$ cat src/rtl/dmcg_pkg.sv
`default_nettype none
package dmcg_pkg;

  localparam int RADIUS_DEF    = 15;
  localparam int MAX_WIDTH_DEF = 1024;
  localparam int MAX_HEIGHT    = 1024;
  localparam int STORE_ROWS    = 32;
  localparam int ROW_SLOT_W    = 5;
  localparam int PIX_W         = 8;
  localparam int CFG_W         = 11;
  localparam int CFG_IDX_W     = 2;
  localparam int ROW_W         = 10;
  localparam int COUNT_W       = 21;
  localparam int SUM_W         = 18;   // 961 points * 255 fits
  localparam int CNT_W         = 10;   // up to 961 points
  localparam int HALF_W        = 4;
  localparam int XW            = 13;   // signed scan position

  localparam logic [CFG_IDX_W-1:0] REG_FRAME_WIDTH  = 2'd0;
  localparam logic [CFG_IDX_W-1:0] REG_FRAME_HEIGHT = 2'd1;
  localparam logic [CFG_IDX_W-1:0] REG_GLOW_THRESH  = 2'd2;

  localparam logic [CFG_W-1:0] FRAME_WIDTH_RST  = 11'd640;
  localparam logic [CFG_W-1:0] FRAME_HEIGHT_RST = 11'd480;
  localparam logic [PIX_W-1:0] GLOW_THRESH_RST  = 8'd20;
  localparam logic [PIX_W-1:0] PIX_SAT          = 8'd255;

  typedef struct packed {
    logic             flush;
    logic [PIX_W-1:0] red_in;
    logic [PIX_W-1:0] green_in;
    logic [PIX_W-1:0] blue_in;
  } in_t;

  typedef struct packed {
    logic [PIX_W-1:0] red_out;
    logic [PIX_W-1:0] green_out;
    logic [PIX_W-1:0] blue_out;
    logic [ROW_W-1:0] out_col;
    logic [ROW_W-1:0] out_row;
    logic             frame_done;
  } out_t;

  typedef struct packed {
    logic accept;
    logic scan_init;
    logic scan_step;
    logic div_init;
    logic div_step;
    logic emit;
  } cmd_t;

  typedef struct packed {
    logic ready;
    logic scan_last;
    logic div_last;
  } sts_t;

  // half width of the disk per row offset, 4 bits per entry
  function automatic logic [16*HALF_W-1:0] half_tab(input int r);
    logic [16*HALF_W-1:0] t;
    int a;
    int k;
    t = '0;
    for (a = 0; a < 16; a++) begin
      for (k = 0; k < 16; k++) begin
        if (a <= r && k * k + a * a <= r * r) t[a*HALF_W +: HALF_W] = HALF_W'(k);
      end
    end
    return t;
  endfunction

endpackage
`default_nettype wire

$ cat src/rtl/dmcg_ctrl.sv
`default_nettype none
module dmcg_ctrl (
  input  wire logic           clk,
  input  wire logic           rst_n,
  input  wire logic           in_valid,
  output logic                in_stall,
  output logic                out_valid,
  input  wire logic           out_stall,
  input  dmcg_pkg::sts_t      sts,
  output dmcg_pkg::cmd_t      cmd
);
  import dmcg_pkg::*;

  typedef enum logic [2:0] {
    S_IDLE, S_CHK, S_SCAN, S_DRAIN, S_DINIT, S_DIV, S_HOLD
  } state_t;

  state_t state_r, state_nxt;
  logic   out_valid_r, out_valid_nxt;
  logic   out_free;

  assign out_free  = !out_valid_r || !out_stall;
  assign in_stall  = (state_r != S_IDLE);
  assign out_valid = out_valid_r;

  always_comb begin
    cmd       = '0;
    state_nxt = state_r;
    unique case (state_r)
      S_IDLE: begin
        if (in_valid) begin
          cmd.accept = 1'b1;
          state_nxt  = S_CHK;
        end
      end
      S_CHK: begin
        if (sts.ready) begin
          cmd.scan_init = 1'b1;
          state_nxt     = S_SCAN;
        end else begin
          state_nxt = S_IDLE;
        end
      end
      S_SCAN: begin
        cmd.scan_step = 1'b1;
        if (sts.scan_last) state_nxt = S_DRAIN;
      end
      S_DRAIN: state_nxt = S_DINIT;
      S_DINIT: begin
        cmd.div_init = 1'b1;
        state_nxt    = S_DIV;
      end
      S_DIV: begin
        cmd.div_step = 1'b1;
        if (sts.div_last) state_nxt = S_HOLD;
      end
      S_HOLD: begin
        if (out_free) begin
          cmd.emit  = 1'b1;
          state_nxt = S_IDLE;
        end
      end
      default: state_nxt = S_IDLE;
    endcase
  end

  always_comb begin
    out_valid_nxt = out_valid_r;
    if (cmd.emit) out_valid_nxt = 1'b1;
    else if (!out_stall) out_valid_nxt = 1'b0;
  end

  always_ff @(posedge clk) begin
    if (!rst_n) begin
      state_r     <= S_IDLE;
      out_valid_r <= 1'b0;
    end else begin
      state_r     <= state_nxt;
      out_valid_r <= out_valid_nxt;
    end
  end

endmodule
`default_nettype wire

$ cat config.mk
export PLATFORM = sky130hd
export DESIGN_NAME = dmcg_ctrl
export DESIGN_NICKNAME = d
export VERILOG_FILES = /design/src/rtl/dmcg_pkg.sv /design/src/rtl/dmcg_ctrl.sv
export SDC_FILE = /design/constraint.sdc
export NUM_CORES = 1
export LEC_CHECK = 0
export BUFFER_PORTS_ARGS = -buffer_cell sky130_fd_sc_hd__buf_2
export CORE_AREA = 2 2 39 41
export CTS_CLUSTER_SIZE = 20
export DETAILED_ROUTE_END_ITERATION = 7
export DIE_AREA = 0 0 41 43
export HOLD_SLACK_MARGIN = 0.12
export PLACE_DENSITY = 0.54
export SKIP_LAST_GASP = 1
export SLEW_MARGIN = 25
export SYNTH_ARGS = -nofsm -noshare
export SYNTH_HDL_FRONTEND = slang
export SYNTH_SLANG_ARGS = --single-unit
$ cat constraint.sdc
create_clock -name clk -period 1.55 [get_ports clk]
set_input_delay 0.0775 -clock clk [delete_from_list [all_inputs] [get_ports clk]]
set_output_delay 0.0775 -clock clk [all_outputs]
set_load 0.005 [all_outputs]
==> run summary, run 1 <==
Outcome -> finished, final reports clean
FF/Latch Area -> 80.1 um2
Clk slew on worst S/H paths -> 0.03 ns
Filler Cell Count -> 157
Vias in the first global route -> 216
Time the worst path needs with I/O delays and setup -> 1.33 ns
Slew Limit Headroom -> 0.751
Worst-Margin Slew -> 0.374 ns
Setup TNS -> 0 ns
Static leakage -> 0.181 nW
Core Area -> 0.00138 mm2
Fin crit share -> 0.860
CTS tree -> built
RSZ-0062 raised after global routing -> false
CP max stage delay -> 0.43 ns
Clock Sinks -> 4
Hold WS -> 0.174 ns
First-pass DRT Iterations -> 2
Sequential share of the synthesized area -> 0.286
Hold path cells -> 4
Final Hold Fails -> 0
Peak VDD IR -> 0.330 mV
Routed vias/inst -> 4.29
Area growth from synthesis to layout -> 36.2%
Yosys warns -> 0
Vias -> 270
R2R depth -> 3
Cells after Synth -> 32
Top Ports -> 15
Total grt overflow -> 0
CP Data Arrival Time -> 1.26 ns
Syn Area/Cell -> 8.76 um2
Worst skew pair latency -> 0.23 ns
Setup WS post-layout -> 0.217 ns
Initial antenna violation count -> 0
Clock Skew -> 0.00280 ns
Crit Path Max Fanout -> 11
GRT Overall Usage -> 0.0823
Root buf cell -> clkbuf_4
Slew Viols, Final -> 0
Cts repair resizes -> 0
CP Cell Sequence -> or3_4, nor2_2, buf_2
Ys flop type -> dfxtp_1
Post-synth top cells -> a21oi_1 (4), dfxtp_1 (4)
H-tree depth -> 1
Ant. Diodes -> 0
Crit. End Element -> output pin
Deepest clock path buffer count -> 2
WL final -> 580 um
R2R Setup Slk -> 0.43 ns
Initial core utilization -> 0.203
Largest area contributor in the netlist -> dfxtp_1
Syn Nets -> 39
DRT iter0 DRCs -> 2
Yosys reg bits -> 4
Post-CTS Setup Bufs -> 0
# nets final -> 56
Largest net degree at the start of global routing -> 13
CP Class -> register to output pin
Netlist cell types -> 22
Die area -> 0.00176 mm2
Top post-synthesis cells by area -> dfxtp_1 (29%), a21oi_1 (7.1%), and3b_1 (6.3%), buf_4 (5.4%), nor3b_1 (5.4%)
Pwr Density -> 793 mW/mm2
Critical path launch point type -> register
Global-route wire length before repair -> 910 um
Chip Height -> 43 um
Worst Hold Class -> input pin to register
Residual DRC -> 0
F_max -> 0.750 GHz
Routed len/inst -> 9.21 um
Area of the multi-input gates -> 165 um2
Post-synth ARST share -> 0
Final Wtd Congestion -> 0.630
Rows -> 14
HPWL after detailed placement -> 425 um
Worst path slowest cell -> or3_4
Die Width -> 41 um
Port Buffers -> 14
CTS buffer count -> 3
MaxCap Viol Count -> 0
WP data required -> 1.47 ns
Setup violators final -> 0
Final Power -> 303 uW
Share of cells above drive strength 1 -> 0.426
Cell area after synthesis -> 280 um2
Worst slack at placement -> 0.451 ns
Detail Route Antenna Nets -> 0
Post-synth top area share -> 0.286
Post-synth EDFFs -> 0
cells in the final DEF (no fill, tap or decap):
cell           Yosys  final
o21ai_0            1      1
nor2b_1            1      1
nor2_2             1      1
inv_1              1      1
a21oi_1            4      4
nand3b_1           1      1
and3b_1            2      2
o211ai_1           1      1
dfxtp_1            4      4
mux2i_1            1      1
buf_2              1     14
nor3b_1            2      2
nor4bb_1           1      1
o21a_1             1      1
a21boi_0           1      1
a21boi_1           1      1
nor3b_2            1      1
nand2b_1           1      1
dlygate4sd3_1      0      2
clkbuf_4           0      3
nand2_1            2      2
or3_4              1      1
state kept, by name, summed over array words and instances (netlist names):
register and cells:
out_valid 1, state_r 3
power by group:
part	leakage, nW	internal (mW)	switching (mW)
clock	0.0138	0.0865	0.0417
combinational	0.135	0.0346	0.0187
sequential	0.0325	0.108	0.0126
worst max-delay path: cells and delay by family, from the launching register on:
family | cells | cell delay (ns)
AND/OR/NAND/NOR | 2 | 0.50
flip-flops | 1 | 0.41
buffers and inverters | 1 | 0.11
area by class of cell:
type                    count  share of cell area
multi-input cells          23               0.433
repair buffers             16               0.236
flip-flops and latches      4               0.210
clock buffers               3              0.0590
well taps                  16              0.0525
inverters                   1             0.00984
layer usage:
metal,wire length [um],vias to the layer above,GRT usage
met4,0,0,0.0600
met5,0,-,0
met3,51,0,0.0628
met1,283,117,0.113
li1,-,142,-
met2,245,11,0.0813
path summary, 6_finish.rpt:
kind                                start                      end
setup / recovery  state_r[2]$_SDFFE_PN0P_                   cmd[5]
hold / removal                     sts[0]  state_r[0]$_SDFFE_PN0P_
setup reg to reg  state_r[2]$_SDFFE_PN0P_  state_r[1]$_SDFFE_PN0P_
hold reg to reg    out_valid$_SDFFE_PN0P_   out_valid$_SDFFE_PN0P_
metrics by stage:
stage,util,cell area (um2),instances
after floorplan,-,280,32
after global placement,0.245,339,58
after detailed placement,0.245,339,58
after CTS,0.276,382,63
after global routing,0.276,382,63
final,0.276,382,63
cells by family after synthesis:
logic type	synth area share
flops	0.286
mux	0.0357
simple gates	0.357
compound gates	0.196
buf+inv	0.125
what timing repair did:
| item | 4_1_cts | 5_1_grt |
|---|---|---|
| endpoints found under the hold margin | 2 | 0 |
| endpoints found under the setup margin | 0 | 0 |
| hold buffers | 2 | 0 |
(Power assumes the default switching activity.)
==> run 2: changes to the inputs <==
GPL_TIMING_DRIVEN = 0   (was unset)
==> run summary, run 2 (synthesized netlist as in run 1, its figures left out) <==
Outcome -> finished, final reports clean
Largest register FFs -> 3
CP Data Arrival Time -> 1.26 ns
Critical path launch point type -> register
First-pass DRT Iterations -> 4
Total grt overflow -> 0
Final Hold Fails -> 0
CP Class -> register to output pin
HPWL after detailed placement -> 454 um
Finished Layout Cells -> 67
Static leakage -> 0.203 nW
CTS tree -> built
Largest net degree at the start of global routing -> 11
Top Ports -> 15
Share of cells above drive strength 1 -> 0.471
Vias in the first global route -> 268
Commonest non-fill, non-tap cell in the layout -> buf_2
CP top delay family -> simple AND/OR/NAND/NOR gates
Cts repair resizes -> 0
Peak VDD IR -> 0.269 mV
Worst skew pair latency -> 0.23 ns
WL final -> 637 um
Routed vias/inst -> 4.25
Setup violators final -> 0
DRT iter0 DRCs -> 3
# nets final -> 60
Chip Height -> 43 um
CP max stage delay -> 0.38 ns
Initial antenna violation count -> 0
Root buf cell -> clkbuf_4
Port Buffers -> 14
Most frequent cells in the layout -> buf_2 (15), a21oi_1 (4), dfxtp_1 (4)
Slew Limit Headroom -> 0.855
H-tree depth -> 1
Fin crit share -> 0.860
Area of the multi-input gates -> 165 um2
Core Area -> 0.00138 mm2
Worst Hold Class -> input pin to register
Placed Instances -> 62
Final Power -> 310 uW
Clk slew on worst S/H paths -> 0.04 ns
Setup crit start -> state_r[2]$_SDFFE_PN0P_
F_max -> 0.750 GHz
R2R depth -> 3
Filler Cell Count -> 156
Rows -> 14
Crit path to -> cmd[5]
Clock Skew -> 0.00278 ns
Routed len/inst -> 9.51 um
Detail Route Antenna Nets -> 0
Global-route wire length before repair -> 1.00 mm
R2R Setup Slk -> 0.57 ns
WP buf/inv -> 2
Clock Sinks -> 4
Worst path slowest cell -> or3_4
Vias -> 285
R2R Path End -> state_r[1]$_SDFFE_PN0P_
Die area -> 0.00176 mm2
Post-DP Area -> 370 um2
FF/Latch Area -> 80.1 um2
Worst r2r src -> state_r[0]$_SDFFE_PN0P_
Largest reg by FF count -> state_r
CTS buffer count -> 3
Final Wtd Congestion -> 0.646
CP Cell Sequence -> buf_6, or3_4, nor2_2, buf_2
Post-CTS Setup Bufs -> 0
Area growth from synthesis to layout -> 47.3%
RSZ-0062 raised after global routing -> false
GRT Overall Usage -> 0.0853
Critical path depth -> 4
Ant. Diodes -> 0
Crit Path Max Fanout -> 10
Residual DRC -> 0
Pwr Density -> 751 mW/mm2
Final Cell Area -> 413 um2
Deepest clock path buffer count -> 2
Slew Viols, Final -> 0
Cts hold-fix bufs -> 2
WP data required -> 1.47 ns
Die Width -> 41 um
Worst-Margin Slew -> 0.218 ns
MaxCap Viol Count -> 0
Initial core utilization -> 0.203
Crit. End Element -> output pin
Setup TNS -> 0 ns
Time the worst path needs with I/O delays and setup -> 1.33 ns
-- run 2: cell count changes in the layout (fill, tap and decap cells not counted), sizes merged --
| cell | change |
|---|---|
| buf | +4 |
-- run 2: per-stage QoR --
| stage | util | worst slack [ns] | hold slack [ns] |
|---|---|---|---|
| floorplan | - | 0.555 | 0.195 |
| detailed placement | 0.268 | 0.457 | 0.327 |
| global route | 0.298 | 0.147 | 0.221 |
| global placement | 0.268 | 0.455 | 0.329 |
| CTS | 0.298 | 0.203 | 0.177 |
| finish | 0.298 | 0.217 | 0.182 |
-- run 2: how the worst min path moves through the flow --
stage	slack, ns	to	cells after the start	from
2_1_floorplan	0.20	state_r[1]$_SDFFE_PN0P_	1	rst_n
3_3_place_gp	0.33	state_r[0]$_SDFFE_PN0P_	3	sts[1]
3_5_place_dp	0.33	state_r[0]$_SDFFE_PN0P_	3	sts[1]
4_1_cts	0.18	out_valid$_SDFFE_PN0P_	3	out_stall
5_1_grt	0.22	out_valid$_SDFFE_PN0P_	3	out_stall
6_report	0.18	out_valid$_SDFFE_PN0P_	3	out_stall
-- run 2: cell type report --
class	count	share of cell area
multi-input cells	23	0.400
repair buffers	16	0.218
flip-flops and latches	4	0.194
plain buffers	4	0.0758
clock buffers	3	0.0545
well taps	16	0.0485
inverters	1	0.00909
-- run 2: power breakdown --
part	switching (mW)	internal (mW)
combinational	0.0312	0.0394
clock	0.0421	0.0866
sequential	0.00265	0.108
-- run 2: worst register-to-register path, stage by stage (launching register included) --
cell and delay [ns]:
dfxtp_1 0.33, buf_2 0.20, nor3b_1 0.25, o21a_1 0.15
-- run 2: metal layers --
layer  share of wire  vias to the layer above  wire [um]  global-route usage
met3           0.044                        0         28              0.0157
met2            0.48                        7        305               0.119
met5               0                        -          0                   0
met1            0.47                      126        302               0.103
li1                -                      152          -                   -
met4               0                        0          0              0.0800
